### src/rtl/rdf_pkg.sv
`default_nettype none
// ----------------------------------------------------------------------------
// rdf_pkg: shared types and constants of the retransmit drop filter
// Holds the command codes, the segment key layout and the queued item format.
// ----------------------------------------------------------------------------
package rdf_pkg;

  localparam int KeyW  = 128;
  localparam int WordW = 32;
  localparam int PortW = 16;

  localparam logic [1:0] CMD_MARK    = 2'd0;
  localparam logic [1:0] CMD_CONFIRM = 2'd1;
  localparam logic [1:0] CMD_PACKET  = 2'd2;
  localparam logic [1:0] CMD_NONE    = 2'd3;

  localparam logic CFG_DST_ADDR = 1'b0;
  localparam logic CFG_DST_PORT = 1'b1;

  // classified item, as handed from the front end to the table engine
  typedef struct packed {
    logic [1:0]       cmd;
    logic             aimed;    // IPv4 and destination matches the filter
    logic             pkt_ok;   // TCP, unicast, all headers present
    logic [KeyW-1:0]  key;      // {seq, dport, dst_addr, sport, src_addr}
    logic [WordW-1:0] ack;
    logic [WordW-1:0] status;
  } item_t;

endpackage
`default_nettype wire

### src/rtl/rdf_front.sv
`default_nettype none
// ----------------------------------------------------------------------------
// rdf_front: item intake and classification
// Classify each incoming item against the filter and hold it in a two-entry
// queue until the table engine takes it.
// ----------------------------------------------------------------------------
module rdf_front (
  input  wire logic                      clk_i,
  input  wire logic                      rst_ni,
  input  wire logic                      in_valid_i,
  output logic                           in_ready_o,
  input  wire logic [5:0]                in_user_i,
  input  wire logic [191:0]              in_data_i,
  input  wire logic [rdf_pkg::WordW-1:0] match_addr_i,
  input  wire logic [rdf_pkg::PortW-1:0] match_port_i,
  output logic                           head_valid_o,
  input  wire logic                      head_pop_i,
  output rdf_pkg::item_t                 head_o
);
  import rdf_pkg::*;

  item_t      fifo_q [2];
  item_t      in_item;
  logic       wr_ptr_q, wr_ptr_d, rd_ptr_q, rd_ptr_d;
  logic [1:0] count_q, count_d;
  logic       push, pop;

  always_comb begin
    in_item.cmd    = in_user_i[1:0];
    in_item.aimed  = in_user_i[2] && (in_data_i[79:48] == match_addr_i)
                     && (in_data_i[95:80] == match_port_i);
    in_item.pkt_ok = in_user_i[3] && !in_user_i[4] && in_user_i[5];
    in_item.key    = in_data_i[127:0];
    in_item.ack    = in_data_i[159:128];
    in_item.status = in_data_i[191:160];
  end

  assign in_ready_o   = (count_q != 2'd2);
  assign head_valid_o = (count_q != 2'd0);
  assign head_o       = fifo_q[rd_ptr_q];
  assign push         = in_valid_i && in_ready_o;
  assign pop          = head_pop_i && head_valid_o;

  always_comb begin
    wr_ptr_d = push ? !wr_ptr_q : wr_ptr_q;
    rd_ptr_d = pop ? !rd_ptr_q : rd_ptr_q;
    count_d  = count_q + {1'b0, push} - {1'b0, pop};
  end

  always_ff @(posedge clk_i or negedge rst_ni) begin
    if (!rst_ni) begin
      wr_ptr_q <= 1'b0;
      rd_ptr_q <= 1'b0;
      count_q  <= 2'd0;
    end else begin
      wr_ptr_q <= wr_ptr_d;
      rd_ptr_q <= rd_ptr_d;
      count_q  <= count_d;
    end
  end

  always_ff @(posedge clk_i) begin
    if (push) begin
      fifo_q[wr_ptr_q] <= in_item;
    end
  end

endmodule
`default_nettype wire

### config.mk
export PLATFORM = sky130hd
export DESIGN_NAME = rdf_front
export DESIGN_NICKNAME = d
export VERILOG_FILES = /design/src/rtl/rdf_pkg.sv /design/src/rtl/rdf_front.sv
export SDC_FILE = /design/constraint.sdc
export NUM_CORES = 1
export LEC_CHECK = 0
export BUFFER_PORTS_ARGS = -buffer_cell sky130_fd_sc_hd__buf_2
export CORE_UTILIZATION = 50
export CTS_CLUSTER_DIAMETER = 80
export DETAILED_ROUTE_END_ITERATION = 6
export PLACE_DENSITY = 0.78
export SLEW_MARGIN = 20
export SYNTH_ARGS = -nofsm -noshare
export SYNTH_HDL_FRONTEND = slang
export SYNTH_SLANG_ARGS = --single-unit
### constraint.sdc
create_clock -name clk_i -period 10.43 [get_ports clk_i]
set_input_delay 1.5645 -clock clk_i [delete_from_list [all_inputs] [get_ports clk_i]]
set_output_delay 1.5645 -clock clk_i [all_outputs]
set_load 0.05 [all_outputs]
==> Yosys cells after proc, flatten, opt, wreduce, memory -nomap -nowiden <==
Memories as Yosys holds them, arrays and structs flattened.
Cells that the tools add are included.
W data, S select, Z words.
{ "classes": {"reduce_logical": 10, "muxes": 2, "n_addsub": 2, "n_eq_ne": 3} }
{ "op_table": {"columns": ["cell", "n"], "rows": [
  ["$eq A32 B32 Y1", 1],
  ["$eq A16 B16 Y1", 1],
  ["$logic_and A1 B1 Y1", 6],
  ["$logic_not A1 Y1", 3],
  ["$add A2 B1 Y2", 1],
  ["$mux W1", 2],
  ["$ne A2 B2 Y1 const B", 1],
  ["$reduce_bool A2 Y1", 1],
  ["$sub A2 B1 Y2", 1]
]} }
{ "word_totals": {"n_memories": 1, "reg_bits": 4, "output_inout_bits": 198, "ram_bits": 392, "word_cells": 21, "input_bits": 250} }
{ "mem_list": {"columns": ["memory", "words", "width", "rd", "rd_ports_with_merged_regs", "wr", "line_no", "text"], "rows": [
  ["fifo_q", 2, 196, 1, 0, 1, "rdf_front.sv:22", "item_t fifo_q [2];"]
]} }

==> Depth between registers and ports, before layout <==
Gate-level depths: netlist of the first run.
{ "logic_depth": {"word_depth": 4, "mapped_depth": 7, "mapped_depth_nobuf": 7} }

==> Least setup slack after synthesis of the first run <==
Ideal clock, no wire load.
{ "synth_path": {"path_type": "input-to-reg", "start": "input port in_valid_i", "end": "memory fifo_q[0][0] (netlist bit) (enable)", "path_stages": 2, "setup_time_ns": 0.756, "path_slack_ns": -0.138, "arrival_time_ns": 9.811, "t_required_ns": 9.674, "path_buffers": 0, "path_cell_list": "nand2_1 -> nor2_1"} }
{ "synth_between": {"elab_chain_cells": 3} }
{ "synth_rtl": {"columns": ["item", "line_no", "text"], "rows": [
  ["start: declaration", "rdf_front.sv:10", "input wire logic in_valid_i,"],
  ["$logic_and A1 B1 Y1", "rdf_front.sv:41", "assign push = in_valid_i && in_ready_o;"],
  ["$mux W1", "rdf_front.sv:63", "if (push) begin"],
  ["$mux W1 (implied by the code)", "rdf_front.sv:64", "fifo_q[wr_ptr_q] <= in_item;"],
  ["end: declaration", "rdf_front.sv:22", null]
]} }
Every way passes these cells.

==> results of run 1 <==
## placed cells by master, fill, tap and decap left out
cell type / count
inv_6: 3
clkinv_1: 11
dfrtp_1: 3
clkbuf_16: 41
nand2_1: 2
nor4_1: 9
and3_4: 1
a21oi_1: 1
xor2_1: 47
diode_2: 8
o21ai_0: 1
bufinv_16: 1
ha_1: 2
or2_2: 1
nand4_1: 2
inv_1: 2
edfxtp_1: 392
mux2_2: 196
buf_2: 447
clkbuf_1: 11
buf_4: 7
nand4b_1: 1
clkinv_2: 5
xnor2_1: 4
nor2_1: 2
nor2_4: 1
and2_1: 1
nor4_2: 2
nand2b_1: 1
dfrtp_4: 1
nor3_1: 1
nand3_1: 1
## Yosys cell counts, types with 3 or more instances
cell type | number | area [µm²]
buf_6 | 13 | 146
dfrtp_1 | 4 | 100
mux2_2 | 196 | 2210
xor2_1 | 47 | 412
nor2_1 | 3 | 11.3
buf_2 | 8 | 40.0
nor4_1 | 9 | 56.3
xnor2_1 | 4 | 35.0
edfxtp_1 | 392 | 11800
## worst min path at each step
stage,cells past startpoint,end
finish,1,count_q[1]$_DFF_PN0_
global route,1,count_q[1]$_DFF_PN0_
CTS,1,count_q[1]$_DFF_PN0_
detailed placement,1,count_q[1]$_DFF_PN0_
global placement,1,count_q[1]$_DFF_PN0_
floorplan,1,count_q[1]$_DFF_PN0_
## kinds of logic (layout without fill, tap and decap cells)
group           after synthesis  count (layout)  share of synthesized area [%]
simple gates                 25              25                           1.05
compound gates                2               2                         0.0670
flops                       396             396                           79.6
mux                         196             196                           14.8
buf+inv                      24             528                           1.35
fa+ha+maj                     2               2                          0.168
xor+xnor                     51              51                           2.99
other cells                   0               8                              0
## sequential cells by signal (all words and copies together), names as in the netlist
name and cells:
count_q 2, wr_ptr_q 1, fifo_q 392, rd_ptr_q 1
## where the power goes
part           switching, mW  internal [mW]  leakage, nW
clock network          0.553          0.747        0.583
registers              0.132           2.18         3.69
logic                   1.84          0.656         2.83
total                   2.53           3.58         7.10
## cell type report
cell class	instances	area [µm²]	area share (%)
Timing Repair Buffer	454	2290	12.2
Sequential cell	396	11900	63.4
Multi-Input combinational cell	276	2860	15.3
Inverter	2	7.51	0.0401
Clock buffer	52	1070	5.70
Clock inverter	20	123	0.655
Tap cell	384	480	2.57
Antenna cell	8	20.0	0.107
## layer usage
metal  up-vias  routed length (µm)  track usage (%)
met1      4009               11800             23.7
met2       404               16800             36.5
li1       3712                   -                -
met4         4                1270             9.13
met3        70                2840             6.03
met5         -                  22                0
==> flow_summary.json, run 1 <==
{
  "fin_crit_sh_pct": 45.8,
  "place.gp.congestion": 0.803,
  "die_x_um": 175,
  "synth_ff_type": "edfxtp_1",
  "wl_per_cell_um": 20.6,
  "peakVddDrop_mv": 0.276,
  "antenna_found_initial": 10,
  "grt_pass1_vias": 8392,
  "leakage_nw": 7.10,
  "setup_ws_ns": 5.66,
  "power_density_mw_per_mm2": 326,
  "critPathBufInv": 2,
  "drc": 0,
  "grt_pass1_wl_um": 47600,
  "r2r_end": "fifo_q[0][102]$_DFFE_PP_",
  "final_hold_viol_count": 0,
  "crit_chain": "buf_4 -> mux2_2 -> buf_2",
  "seq_area_frac_synth_pct": 79.6,
  "fill_cells": 2025,
  "worst_hold_slack_ns": 0.523,
  "drv_slew": 0,
  "grt_start_max_net_pins": 73,
  "r2r_setup_slack_ns": 7.70,
  "ant_nets": 0,
  "worstPathMaxFanout": 72,
  "finalNonFillerCells": 1592,
  "critPathTopFamily": "flip-flops",
  "crit_slowest_cell": "dfrtp_4",
  "clk_pin_slew_ns": 0.06,
  "r2r-start": "count_q[1]$_DFF_PN0_",
  "final_area_mm2": 0.0187,
  "start_kind": "flop",
  "cts_resized": 0,
  "drv_cap": 0,
  "floorplan.initialDensity_pct": 51.4,
  "first_pass_iters": 5,
  "die_area_mm2": 0.0305,
  "synth-edff-count": 392,
  "total_power_mw": 6.11,
  "post_drt_via_cell_ratio": 5.15,
  "cts.path.max_buffers": 3,
  "rsz0062_at_grt": "no",
  "critPathLaunch": "rd_ptr_q$_DFFE_PN0P_",
  "arrival_ns": 3.21,
  "drive_gt1_share_pct": 58.8,
  "worstHoldPathType": "flop to flop",
  "slew-limit-headroom_pct": 33.5,
  "ys_ff_latch": 396,
  "min_period_ns": 4.77,
  "clock_skew_ns": 0.00953,
  "outcome": "finished, final reports clean",
  "ys_warn_count": 0,
  "port-buffer-count": 447,
  "path_depth": 3,
  "vias": 8199,
  "synth_cell_types": 24,
  "worst_ep_required_time_ns": 8.87,
  "num_io_pins": 448,
  "cp-endpoint": "head_o[80]",
  "grt_overflow": 0,
  "htreeDepth": 2,
  "die_y_um": 175,
  "drt_iter0_drc": 472,
  "worst_pin_slew_ns": 0.998,
  "syn_inst": 696,
  "post-place-cells": 1512,
  "critPathCaptureType": "primary output",
  "cts_hold_buffers": 0,
  "crit_type": "flop to primary output",
  "place_ws_ns": 6.21,
  "setup_violations": 0,
  "cts_buffers": 40,
  "totalWireLength_um": 32700,
  "post-dp-hpwl_um": 22700,
  "hold_start": "count_q[1]$_DFF_PN0_",
  "track_usage_pct": 20.8,
  "clockRootBuffer": "clkbuf_16",
  "coreArea_mm2": 0.0290,
  "placed_cell_area_mm2": 0.0175,
  "async_flop_share_pct": 1.01,
  "cts_tree": "yes",
  "final_core_util_pct": 64.5,
  "layout.nets": 1422,
  "cts_setup_buffers": 0,
  "synth_area_per_cell_um2": 21.4,
  "cp_slowest_stage_delay_ns": 1.06,
  "clk_latency_ns": 0.52,
  "clock-sinks": 396,
  "clock.fmax_mhz": 209,
  "areaGrowthSynthToFinish_pct": 25.5,
  "synth_area_mm2": 0.0149,
  "placementRows": 62,
  "rr_worst_depth": 4,
  "tns_ns": 0,
  "syn_nets": 948
}
Power figures use the tool's default switching activity.
==> run 2, diff against run 1 <==
Settings changed: ABC_AREA set to 1, CORE_UTILIZATION 50 to 47, PLACE_DENSITY 0.78 to 0.76.
Clock period 10.43 ns to 4.3 ns, I/O delays scaled along.
==> flow_summary.json, run 2 <==
{
  "outcome": "finished, final reports clean",
  "track_usage_pct": 21.7,
  "cp_slowest_stage_delay_ns": 0.53,
  "arrival_ns": 2.48,
  "synth-edff-count": 392,
  "worst_pin_slew_ns": 0.928,
  "clockRootBuffer": "clkbuf_16",
  "synthTopCellsByCount": "680 x nand2_1, 392 x edfxtp_1, 67 x inv_1, 28 x nor2_1, 25 x buf_2",
  "placementRows": 65,
  "cts_resized": 0,
  "synth_cell_types": 16,
  "min_period_ns": 3.12,
  "drive_gt1_share_pct": 29.9,
  "setup_violations": 0,
  "ys_warn_count": 0,
  "power_density_mw_per_mm2": 822,
  "grt_overflow": 0,
  "crit_chain": "inv_6 -> buf_12 -> nand2_1 -> nand2_1 -> buf_2",
  "layout_commonest_cell": "nand2_1",
  "layout.nets": 1967,
  "grt_pass1_vias": 10399,
  "synth_area_leaders": "edfxtp_1 77%, nand2_1 17%, inv_1 1.6%",
  "top_regs": "fifo_q: 392 flops, count_q: 2 flops",
  "largest-register": "fifo_q",
  "netlist.area_leader.share_pct": 76.6,
  "crit_type": "flop to primary output",
  "peakVddDrop_mv": 0.510,
  "cts_buffers": 41,
  "worstPathMaxFanout": 94,
  "port-buffer-count": 447,
  "drv_cap": 0,
  "final_hold_viol_count": 0,
  "worstHoldPathType": "primary input to flop",
  "num_io_pins": 448,
  "post-synth-top-area-cell": "edfxtp_1",
  "synth_area_mm2": 0.0154,
  "slew-limit-headroom_pct": 38.1,
  "clk_latency_ns": 0.52,
  "largest_reg_flops": 392,
  "ys_ff_latch": 396,
  "drc": 0,
  "critPathCaptureType": "primary output",
  "syn_nets": 1506,
  "post-place-cells": 2106,
  "drt_iter0_drc": 686,
  "most-common-layout-cells": "679 x nand2_1, 447 x buf_2, 392 x edfxtp_1, 67 x inv_1, 41 x clkbuf_16",
  "seq_area_frac_synth_pct": 77.2,
  "clock.fmax_mhz": 320,
  "leakage_nw": 8.61,
  "post_drt_via_cell_ratio": 4.84,
  "start_kind": "flop",
  "rsz0062_at_grt": "no",
  "worst_hold_slack_ns": 0.307,
  "antenna_found_initial": 7,
  "critPathBufInv": 3,
  "worst_ep_required_time_ns": 3.65,
  "areaGrowthSynthToFinish_pct": 25.4,
  "cts_tree": "yes",
  "vias": 10597,
  "synth_area_per_cell_um2": 12.3,
  "die_x_um": 183,
  "critPathTopFamily": "buffers and inverters",
  "ant_nets": 0,
  "fill_cells": 2535,
  "multiInputGateArea_mm2": 0.00295,
  "cts.path.max_buffers": 3,
  "grt_pass1_wl_um": 54900,
  "grt_start_max_net_pins": 197,
  "cpMostUsedCell": "nand2_1",
  "finalNonFillerCells": 2189,
  "first_pass_iters": 7,
  "coreArea_mm2": 0.0319,
  "async_flop_share_pct": 1.01,
  "totalWireLength_um": 37200,
  "syn_inst": 1254,
  "clock_skew_ns": 0.00653,
  "htreeDepth": 2,
  "clk_pin_slew_ns": 0.06,
  "tns_ns": 0,
  "die_y_um": 183,
  "total_power_mw": 15.8,
  "drv_slew": 0,
  "fin_crit_sh_pct": 72.6,
  "yosysMostFrequentCell": "nand2_1",
  "crit_slowest_cell": "inv_6",
  "die_area_mm2": 0.0334,
  "register_area_mm2": 0.0119,
  "wl_per_cell_um": 17.0,
  "floorplan.initialDensity_pct": 48.2,
  "post-dp-hpwl_um": 25000,
  "synth_ff_type": "edfxtp_1",
  "place.gp.congestion": 0.919,
  "clock-sinks": 396
}
-- run 2: power by group --
part	total [mW]	internal [mW]	switching [mW]
Combinational	7.18	1.34	5.84
Clock	3.21	1.82	1.39
Sequential	5.46	5.26	0.194
-- run 2: through the flow --
step	util (%)	cell area (µm²)	setup slack (ns)
2_1_floorplan	-	15400	0.0746
3_3_place_gp	56.6	18000	1.77
3_5_place_dp	56.6	18000	1.75
4_1_cts	60.4	19300	1.19
5_1_grt	60.5	19300	1.06
6_report	60.5	19300	1.18
-- run 2: cell type report --
class	instances	share of cell area, %
repair buffers	461	12.5
multi-input cells	747	15.3
diodes	8	0.104
well taps	435	2.82
inverters	68	1.35
flip-flops and latches	396	61.6
clock buffers	52	5.54
clock inverters	22	0.753
-- run 2: cell families after synthesis --
family | count (synthesis) | share of synthesized area, %
DFF | 396 | 77.2
and+or+nand+nor | 711 | 17.4
AOI/OAI and AO/OA | 17 | 0.554
adders and majority gates | 2 | 0.163
buffers and inverters | 111 | 3.69
xor gates and xnor gates | 17 | 0.969
-- run 2: path summary, 6_finish.rpt --
path	startpoint	end	slack, ns	cells after the start
worst min register to register	count_q[0]$_DFF_PN0_	count_q[0]$_DFF_PN0_	0.54	1
worst max register to register	count_q[0]$_DFF_PN0_	fifo_q[0][192]$_DFFE_PP_	2.07	5
worst max-delay path	rd_ptr_q$_DFFE_PN0P_	head_o[167]	1.18	5
min in group asynchronous	rst_ni	count_q[1]$_DFF_PN0_	0.51	2
max in group asynchronous	rst_ni	rd_ptr_q$_DFFE_PN0P_	3.65	2
worst min-delay path	in_data_i[38]	fifo_q[0][102]$_DFFE_PP_	0.31	1
-- run 2: timing repair --
action | 4_1_cts | 5_1_grt
hold buffers | 1 | 0
hold endpoints to repair | 4 | 0
setup buffers | 0 | 0
-- run 2: worst reg2reg max path, delay by kind of cell, from the launching register on --
kind	cells	cell delay, ns
and+or+nand+nor	3	0.94
buffers and inverters	2	0.46
DFF	1	0.36
-- run 2: routing by layer --
| layer | up-vias | part of all wire (%) | global-route usage (%) |
|---|---|---|---|
| met5 | - | 0 | 0 |
| met3 | 98 | 9.1 | 5.98 |
| met4 | 0 | 4.0 | 9.37 |
| li1 | 5055 | - | - |
| met2 | 485 | 51 | 39.2 |
| met1 | 4959 | 36 | 23.8 |
